File: src/design/csub_pkg.sv
// Shared types, constants and helpers for the caseless substring search block.
package csub_pkg;

	localparam int MAX_PATTERN_CHARS = 16;
	localparam int POSITION_BITS     = 16;
	localparam int LEN_BITS          = $clog2(MAX_PATTERN_CHARS + 1);
	localparam int IDX_BITS          = $clog2(MAX_PATTERN_CHARS);
	localparam int CFG_DATA_BITS     = 64;
	localparam int CFG_INDEX_BITS    = 2;
	localparam logic [7:0] CASE_BIT  = 8'h20;
	localparam logic [POSITION_BITS-1:0] POS_MAX = '1;

	typedef enum logic [CFG_INDEX_BITS-1:0] {
		REG_PATTERN_LOW  = 2'd0,
		REG_PATTERN_HIGH = 2'd1,
		REG_PATTERN_LEN  = 2'd2
	} cfg_reg_t;

	typedef logic [MAX_PATTERN_CHARS-1:0][7:0] char_vec_t;
	typedef logic [LEN_BITS-1:0] len_t;

	typedef struct packed {
		logic [7:0] source_char;
		logic       last_char;
	} src_word_t;

	typedef struct packed {
		logic                     found;
		logic [POSITION_BITS-1:0] match_position;
		logic                     length_overflow;
	} res_word_t;

	function automatic logic csub_is_letter(input logic [7:0] c);
		return ((c >= 8'h41) && (c <= 8'h5A)) || ((c >= 8'h61) && (c <= 8'h7A));
	endfunction

	function automatic logic csub_chars_equal(input logic [7:0] a, input logic [7:0] b);
		logic [7:0] x;
		x = a ^ b;
		return (x == 8'h00) || (csub_is_letter(a) && csub_is_letter(b) && (x == CASE_BIT));
	endfunction

endpackage

File: src/design/caseless_substring_search.sv
// Top level of the caseless substring search block.
//
// Source bytes arrive one word per cycle on the src channel (valid/ready),
// last_char set on the final byte of a string. The block finds the first
// 1-based start of the configured pattern, letters compared without case.
// One result word leaves on the res channel for each string, carrying
// found, match_position (0 when not found) and length_overflow.
// Latency: the result word is valid the cycle after the last byte is taken.
// Throughput: one byte per cycle while res is not stalled; the window compare is a single parallel
// stage between the byte window and the result register.
// The result register holds one word: a byte is taken in the cycle a held
// result leaves, but while a held result is not taken, no new byte is
// accepted, so a stall on res stops src behind that one pending word.
// Configuration: cfg_we writes cfg_data to register cfg_index at once
// (pattern low bytes, pattern high bytes, pattern length); index 3 is
// ignored. Write only between strings or while idle.
// Reset clears the pattern registers, the per-string counters and the
// result valid flag; the byte window is not cleared and needs no pass.
module caseless_substring_search (
	input  logic                                   clk,
	input  logic                                   arst_n,
	input  logic                                   src_valid,
	output logic                                   src_ready,
	input  csub_pkg::src_word_t                    src_word,
	output logic                                   res_valid,
	input  logic                                   res_ready,
	output csub_pkg::res_word_t                    res_word,
	input  logic                                   cfg_we,
	input  logic [csub_pkg::CFG_INDEX_BITS-1:0]    cfg_index,
	input  logic [csub_pkg::CFG_DATA_BITS-1:0]     cfg_data
);
	import csub_pkg::*;

	logic [CFG_DATA_BITS-1:0] pat_low_q;
	logic [CFG_DATA_BITS-1:0] pat_high_q;
	len_t                     pat_len_q;

	char_vec_t                window_q;
	logic [POSITION_BITS-1:0] chars_q;
	logic                     latched_q;
	logic [POSITION_BITS-1:0] start_q;
	logic                     sat_q;

	logic                     res_valid_q;
	res_word_t                res_word_q;

	logic                     accept;
	len_t                     eff_len;
	char_vec_t                pattern;
	char_vec_t                window_next;
	logic                     hit;
	logic [POSITION_BITS-1:0] chars_next;
	logic                     sat_next;
	logic                     take_match;
	logic                     latched_next;
	logic [POSITION_BITS-1:0] start_next;
	res_word_t                res_next;

	assign src_ready = !res_valid_q || res_ready;
	assign accept    = src_valid && src_ready;
	assign res_valid = res_valid_q;
	assign res_word  = res_word_q;

	assign eff_len     = (pat_len_q > len_t'(MAX_PATTERN_CHARS)) ? len_t'(MAX_PATTERN_CHARS)
	                                                              : pat_len_q;
	assign pattern     = char_vec_t'({pat_high_q, pat_low_q});
	assign window_next = {window_q[MAX_PATTERN_CHARS-2:0], src_word.source_char};

	csub_match u_match (
		.window  (window_next),
		.pattern (pattern),
		.len     (eff_len),
		.hit     (hit)
	);

	always_comb begin
		chars_next   = (chars_q == POS_MAX) ? chars_q : chars_q + POSITION_BITS'(1);
		sat_next     = sat_q || (chars_q == POS_MAX);
		take_match   = !latched_q && (eff_len != '0) &&
		               (chars_next >= POSITION_BITS'(eff_len)) && hit;
		latched_next = latched_q || take_match;
		start_next   = start_q;
		if (take_match) begin
			start_next = sat_next ? POS_MAX
			                      : chars_next - POSITION_BITS'(eff_len) + POSITION_BITS'(1);
		end
		res_next.length_overflow = sat_next;
		priority if (eff_len == '0) begin
			res_next.found          = 1'b1;
			res_next.match_position = POSITION_BITS'(1);
		end else if (latched_next) begin
			res_next.found          = 1'b1;
			res_next.match_position = start_next;
		end else begin
			res_next.found          = 1'b0;
			res_next.match_position = '0;
		end
	end

	always_ff @(posedge clk or negedge arst_n) begin
		if (!arst_n) begin
			pat_low_q  <= '0;
			pat_high_q <= '0;
			pat_len_q  <= '0;
		end else if (cfg_we) begin
			unique case (cfg_index)
				REG_PATTERN_LOW:  pat_low_q  <= cfg_data;
				REG_PATTERN_HIGH: pat_high_q <= cfg_data;
				REG_PATTERN_LEN:  pat_len_q  <= cfg_data[LEN_BITS-1:0];
				default: ;
			endcase
		end
	end

	always_ff @(posedge clk) begin
		if (accept) begin
			window_q <= window_next;
		end
	end

	always_ff @(posedge clk or negedge arst_n) begin
		if (!arst_n) begin
			chars_q   <= '0;
			latched_q <= 1'b0;
			start_q   <= '0;
			sat_q     <= 1'b0;
		end else if (accept) begin
			if (src_word.last_char) begin
				chars_q   <= '0;
				latched_q <= 1'b0;
				start_q   <= '0;
				sat_q     <= 1'b0;
			end else begin
				chars_q   <= chars_next;
				latched_q <= latched_next;
				start_q   <= start_next;
				sat_q     <= sat_next;
			end
		end
	end

	always_ff @(posedge clk or negedge arst_n) begin
		if (!arst_n) begin
			res_valid_q <= 1'b0;
		end else if (accept && src_word.last_char) begin
			res_valid_q <= 1'b1;
		end else if (res_ready) begin
			res_valid_q <= 1'b0;
		end
	end

	always_ff @(posedge clk) begin
		if (accept && src_word.last_char) begin
			res_word_q <= res_next;
		end
	end

endmodule

File: src/design/csub_match.sv
// Window compare: does the pattern end at the newest byte of the window.
module csub_match (
	input  csub_pkg::char_vec_t window,
	input  csub_pkg::char_vec_t pattern,
	input  csub_pkg::len_t      len,
	output logic                hit
);
	import csub_pkg::*;

	logic [IDX_BITS-1:0] idx [MAX_PATTERN_CHARS];
	len_t                off [MAX_PATTERN_CHARS];

	always_comb begin
		hit = 1'b1;
		for (int j = 0; j < MAX_PATTERN_CHARS; j++) begin
			// pattern char j lines up with window entry len-1-j (newest first)
			off[j] = len - len_t'(1) - len_t'(j);
			idx[j] = off[j][IDX_BITS-1:0];
			if ((len_t'(j) < len) && !csub_chars_equal(window[idx[j]], pattern[j])) begin
				hit = 1'b0;
			end
		end
	end

endmodule

File: config.mk
export PLATFORM = sky130hd
export DESIGN_NAME = caseless_substring_search
export DESIGN_NICKNAME = d
export VERILOG_FILES = /design/src/design/csub_pkg.sv /design/src/design/caseless_substring_search.sv /design/src/design/csub_match.sv
export SDC_FILE = /design/constraint.sdc
export NUM_CORES = 1
export LEC_CHECK = 0
export BUFFER_PORTS_ARGS = -buffer_cell sky130_fd_sc_hd__clkbuf_2
export CORE_ASPECT_RATIO = 1.2
export CORE_MARGIN = 5
export CORE_UTILIZATION = 60
export CTS_CLUSTER_DIAMETER = 100
export DETAILED_ROUTE_END_ITERATION = 8
export GPL_ROUTABILITY_DRIVEN = 0
export PLACE_DENSITY_LB_ADDON = 0.2
export SYNTH_ARGS = -nofsm -noshare
export SYNTH_HDL_FRONTEND = slang
export SYNTH_SLANG_ARGS = --single-unit
File: constraint.sdc
create_clock -name clk -period 15.1 [get_ports clk]
set_input_delay 1.51 -clock clk [delete_from_list [all_inputs] [get_ports clk]]
set_output_delay 1.51 -clock clk [all_outputs]
set_load 0.1 [all_outputs]
==> out/metrics.cfg, run 1 <==
[outcome]
status=completed

[layout]
diodes=0
final_nets=2344
area_growth_pct=7.58
final_common_cell=mux2i_1
drive_gt1_share_pct=22.9
final_cell_mix=253 x mux2i_1, 168 x dfrtp_1, 163 x mux2_2, 160 x nand2_1, 139 x mux4_2

[power]
vdd_ir_drop_max_v=0.000129
p_int_mw=2.54
power_mw=4.57
seqPwrFrac_pct=24.7
cellPowerDensity_mw_per_mm2=175
p_clk_share_pct=18.6
p_leak_nw=10.3
p_comb_share_pct=56.7
swShare_pct=44.4
p_switching_mw=2.03

[synthesis]
synth-xor-area-share_pct=5.98
synth_nets=2327
synthesis.area_mm2=0.0242
ys_seq_area_share_pct=34.4
synth_top_family_by_area=multiplexers
synthFlopType=dfrtp_1
muxShareOfSynthArea_pct=30.9
ys_ff_latch=306
synthArstFlopShare_pct=54.9
syn_avg_cell_area_um2=11.0
synth_edf_count=138
postSynthCellCount=2207
synthAdderAreaFrac_pct=2.13
ys_warn_count=0
synth.distinct_cells=88
synth_compound_area_share_pct=10.6
synth-simple-area-share_pct=12.3

[detailed_routing]
wl_per_cell_um=27.4
drt_iter0_drc=2596
antenna_left=0
vias=20100
dr.pass1.iters=7
wirelength_um=76200
drc=0
vias_per_cell=7.23

[clocking]
hold_buffers=0
cts_root_buf=clkbuf_16
post-cts-setup-buffers=0
h-tree-depth=2
cts.clk_slew.worst_paths_ns=0.07
cts_buffers=35
cts.sinks=306
clk-insertion-delay-late_ns=0.56
cts_tree=yes
ctsResizeCount=0
clockBufferDepth=3

[grt]
top_usage_layer=met2
use_met2_pct=52.6
grt_usage_pct=33.4
grt_pass1_wl_um=117000
gr-total-overflow=0
grtUsageMet1_pct=42.0
antenna_found_initial=0
grt_max_degree=114
use_met3_pct=7.96
grt_pass1_vias=19600

[timing]
clock.fmax_ghz=0.107
setup_violations=0
period_share_pct=61.8
hold_viol=0
rsz0062_at_grt=false
fin_ws_ns=5.77
min_period_ns=9.33
worstMarginPinSlew_ns=1.35
slew_headroom_pct=9.63
tns_ns=0
fin_skew_ns=0.0214
slew_viol_final=0
holdWs_ns=0.502

[floorplan]
die_x_um=193
dieArea_mm2=0.0445
rows=80
core-area_mm2=0.0398
start_util_pct=60.8
die_h_um=230
io_pins=100

[worst_setup_path]
cp_max_fo=113
startpoint_type=flip-flop
arrival_ns=9.76
max_stage_delay_ns=0.85
path_cells=buf_4, nor2b_4, buf_12, inv_6, ha_1, xnor2_2, clkinv_1, ha_1, inv_1, nand4_1, nand2_2, mux4_2, mux2i_1, xor2_1, nor4_1, nand4_1, a221oi_1, nand2_1, or2_1, a221o_1
cp.required_ns=15.53
path_buf_inv=5
endpoint_kind=flip-flop
path_class=flip-flop to flip-flop
cpMaxStageDelayCell=clkinv_1
crit_family=simple AND/OR/NAND/NOR gates

[place]
dpl.hpwl_um=56100
dp_slack_ns=5.98
port_buffers=99

[job]
cap_violations=0

[hold_path]
worstHoldPathType=flip-flop to flip-flop

routing by layer:
metal | vias up | part of all wire (%) | wire [um]
met5 | - | 0 | 0
met1 | 9885 | 36 | 27300
met2 | 1329 | 46 | 34900
met3 | 342 | 11 | 8030
li1 | 8561 | - | -
met4 | 0 | 7.9 | 5990
cell usage after synthesis, types with 19 or more instances:
cell | n | share of area [%]
nor2_1 | 97 | 1.5
a22oi_1 | 32 | 0.99
nand2b_1 | 19 | 0.49
mux4_2 | 139 | 13
or4_1 | 35 | 1.1
o22ai_1 | 20 | 0.52
a211oi_1 | 26 | 0.81
dfrtp_1 | 168 | 17
mux2_2 | 163 | 7.6
inv_1 | 42 | 0.65
clkbuf_1 | 69 | 1.1
xor2_1 | 74 | 2.7
nor3_1 | 25 | 0.52
nand4_1 | 22 | 0.57
buf_2 | 39 | 0.81
mux2i_1 | 253 | 10
nor3b_1 | 20 | 0.62
nor2b_1 | 20 | 0.52
nand2_1 | 160 | 2.5
nand3_1 | 73 | 1.5
ha_1 | 38 | 2.0
a21oi_1 | 89 | 1.8
edfxtp_1 | 138 | 17
o21ai_0 | 74 | 1.5
xnor2_1 | 87 | 3.1
per-stage QoR:
stage	area, um2	utilization [%]	std cells
after CTS	26100	65.5	2783
final	26100	65.5	2783
after global routing	26100	65.5	2783
after floorplan	24200	-	2207
after global placement	24900	62.6	2720
after detailed placement	24900	62.6	2720
power by group through the flow:
stage	combinational [mW]	sequential, mW	clock (mW)
final	2.59	1.13	0.848
after global routing	2.75	1.14	0.897
after global placement	2.46	1.13	0
after floorplan	1.94	1.09	0
after CTS	2.52	1.12	0.861
after detailed placement	2.51	1.14	0
registers in the layout, indices dropped and copies added (netlist names):
| register | count |
|---|---|
| window_next | 120 |
| res_word | 18 |
| start_q | 16 |
| res_valid | 1 |
| sat_q | 1 |
| pat_low_q | 64 |
| chars_q | 16 |
| pat_high_q | 64 |
| latched_q | 1 |
| pat_len_q | 5 |
final timing paths:
path                                           start                          to  slack, ns  cells after the start
max                         pat_len_q[0]$_DFFE_PN0P_     start_q[14]$_DFFE_PN0P_       5.77                     20
min                        window_next[77]$_DFFE_PP_   window_next[85]$_DFFE_PP_       0.50                      0
max reg2reg                 pat_len_q[0]$_DFFE_PN0P_     start_q[14]$_DFFE_PN0P_       5.77                     20
min reg2reg                window_next[77]$_DFFE_PP_   window_next[85]$_DFFE_PP_       0.50                      0
max in group asynchronous                     arst_n  pat_high_q[17]$_DFFE_PN0P_      12.20                      3
min in group asynchronous                     arst_n      chars_q[8]$_DFFE_PN0P_       0.86                      1
layout make-up:
class | instances | area (um2)
Multi-Input combinational cell | 1708 | 15000
Fill cell | 3122 | 13800
Sequential cell | 306 | 8350
Clock buffer | 50 | 1040
Timing Repair Buffer | 124 | 702
Tap cell | 533 | 667
Inverter | 49 | 191
Clock inverter | 13 | 92.6
kinds of logic (layout without fill, tap and decap cells):
kind of cell               count (synthesis)  in the layout
DFF                                      306            306
adders and majority gates                 40             40
muxes                                    555            555
AOI/OAI and AO/OA                        382            382
xor gates and xnor gates                 163            163
buffers and inverters                    193            236
and+or+nand+nor                          568            568
Power figures use the tool's default switching activity.
==> run 2, diff against run 1 <==
- clock period: 15.1 -> 8.6 ns (I/O delays scaled with it)
==> out/metrics.cfg, run 2 (synthesis gave the netlist of run 1 again) <==
[power]
vdd_ir_drop_max_v=0.000201  ; +56%
p_clk_share_pct=18.8  ; +0.2 points
swShare_pct=44.6  ; +0.27 points
p_int_mw=4.51  ; +77%
p_comb_share_pct=56.8  ; about the same
p_switching_mw=3.63  ; +79%
cellPowerDensity_mw_per_mm2=312  ; +78%
p_leak_nw=10.3  ; about the same
power_mw=8.14  ; +78%
seqPwrFrac_pct=24.5  ; -0.2 points

[timing]
tns_ns=0  ; unchanged
worstMarginPinSlew_ns=1.16  ; -0.184 ns
period_share_pct=91.0  ; +29 points
hold_viol=0  ; unchanged
min_period_ns=7.83  ; -1.50 ns
slew_viol_final=0  ; unchanged
setup_violations=0  ; unchanged
rsz0062_at_grt=false
slew_headroom_pct=21.8  ; +12 points
clock.fmax_ghz=0.128  ; +19%
fin_skew_ns=0.0169  ; -0.00450 ns

[layout]
final_cell_mix=253 x mux2i_1, 168 x dfrtp_1, 163 x mux2_2, 160 x nand2_1, 139 x mux4_2
fill_cells=3149  ; +0.86%
largest_reg_flops=120  ; unchanged
final_nets=2344  ; unchanged
final_common_cell=mux2i_1
ff_latch_area_mm2=0.00835  ; unchanged
multi_input_area_mm2=0.0150  ; unchanged
drive_gt1_share_pct=22.9  ; -0.034 points
area_growth_pct=7.66  ; about the same

[clocking]
h-tree-depth=2  ; unchanged
cts.sinks=306  ; unchanged
clk-insertion-delay-late_ns=0.56  ; about the same
clockBufferDepth=3  ; unchanged
ctsResizeCount=0  ; unchanged
hold_buffers=0  ; unchanged
cts.clk_slew.worst_paths_ns=0.06  ; about the same
post-cts-setup-buffers=0  ; unchanged
cts_root_buf=clkbuf_16
cts_tree=yes
cts_buffers=35  ; unchanged

[detailed_routing]
wirelength_um=79800  ; +4.6%
drt_iter0_drc=2861  ; +10%
vias=20300  ; +1.0%
antenna_left=0  ; unchanged
vias_per_cell=7.30  ; +1.0%
dr.pass1.iters=9  ; +2
wl_per_cell_um=28.6  ; +4.6%
drc=0  ; unchanged

[floorplan]
core-area_mm2=0.0398  ; unchanged
start_util_pct=60.8  ; unchanged
die_h_um=230  ; unchanged
dieArea_mm2=0.0445  ; unchanged
io_pins=100  ; unchanged
die_x_um=193  ; unchanged
rows=80  ; unchanged

[grt]
grt_pass1_wl_um=121000  ; +3.6%
grt_max_degree=113  ; -0.88%
grt_pass1_vias=20000  ; +2.1%
grt_usage_pct=34.9  ; +1.5 points
gr-total-overflow=0  ; unchanged
antenna_found_initial=2  ; +2

[worst_setup_path]
cp.required_ns=9.02  ; -6.51 ns
cp_max_fo=61  ; -46%
endpoint_kind=flip-flop
arrival_ns=8.25  ; -1.51 ns
startpoint_type=flip-flop
path_class=flip-flop to flip-flop

[job]
cap_violations=0  ; unchanged

[place]
dpl.hpwl_um=57300  ; +2.2%
port_buffers=99  ; unchanged

[hold_path]
worstHoldPathType=input port to asynchronous set/reset pin

[outcome]
status=completed

==> run 2: cell count changes in the layout (fill, tap and decap cells not counted), sizes merged <==
cell | previous run | this run
clkinv | 11 | 10
bufinv | 0 | 3
clkbuf | 148 | 145
diode | 0 | 2
==> run 2: cell type report <==
class                   instances  share of cell area [%]
well taps                     533                    2.56
diodes                          2                  0.0192
repair buffers                124                    2.69
inverters                      49                   0.734
clock inverters                15                   0.647
flip-flops and latches        306                    32.0
clock buffers                  47                    3.73
multi-input cells            1708                    57.6
==> run 2: routing by layer <==
layer	global-route usage (%)	up-vias	wire length, um
li1	-	8562	-
met1	43.0	9934	27900
met2	54.8	1432	35700
met3	10.1	400	9730
met4	20.7	0	6400
met5	0	-	0
==> run 2: final timing paths <==
path	startpoint	to	slack [ns]	cells past startpoint
max	pat_len_q[0]$_DFFE_PN0P_	start_q[15]$_DFFE_PN0P_	0.77	20
min	arst_n	chars_q[8]$_DFFE_PN0P_	0.42	1
min reg2reg	window_next[93]$_DFFE_PP_	window_next[101]$_DFFE_PP_	0.49	0
min in group clk	window_next[93]$_DFFE_PP_	window_next[101]$_DFFE_PP_	0.49	0
max reg2reg	pat_len_q[0]$_DFFE_PN0P_	start_q[15]$_DFFE_PN0P_	0.77	20
max in group asynchronous	arst_n	pat_high_q[48]$_DFFE_PN0P_	6.62	2
==> run 2: stage by stage <==
step / setup WS [ns] / hold WS [ns] / area [um2] / utilization (%) / std cells
CTS: 0.933 / 0.461 / 26100 / 65.5 / 2782
detailed placement: 0.958 / 0.473 / 24900 / 62.6 / 2720
finish: 0.775 / 0.423 / 26100 / 65.5 / 2784
floorplan: 2.35 / 0.448 / 24200 / - / 2207
global placement: 1.15 / 0.464 / 24900 / 62.6 / 2720
global route: 0.191 / 0.500 / 26100 / 65.5 / 2783
==> run 2: power by group through the flow <==
stage / clock (mW) / sequential, mW / combinational, mW
after floorplan: 0 / 1.91 / 3.40
after global placement: 0 / 1.99 / 4.34
after detailed placement: 0 / 2.00 / 4.43
after CTS: 1.54 / 1.97 / 4.46
after global routing: 1.60 / 2.01 / 4.88
final: 1.53 / 1.99 / 4.62
==> run 2: critical path, cell delays in order (launching register included) <==
cell      delay [ns]
dfrtp_1         0.38
nor2b_4         0.15
inv_6           0.44
ha_1            0.33
xnor2_2         0.12
buf_4           0.37
clkinv_1        0.11
buf_4           0.28
ha_1            0.39
inv_1           0.12
nand4_1         0.63
nand2_2         0.73
mux4_2          0.60
mux2i_1         0.19
xor2_1          0.09
nor4_1          0.32
nand4_1         0.16
a221oi_1        0.31
nand2_1         0.70
or2_1           0.73
a221o_1         0.42
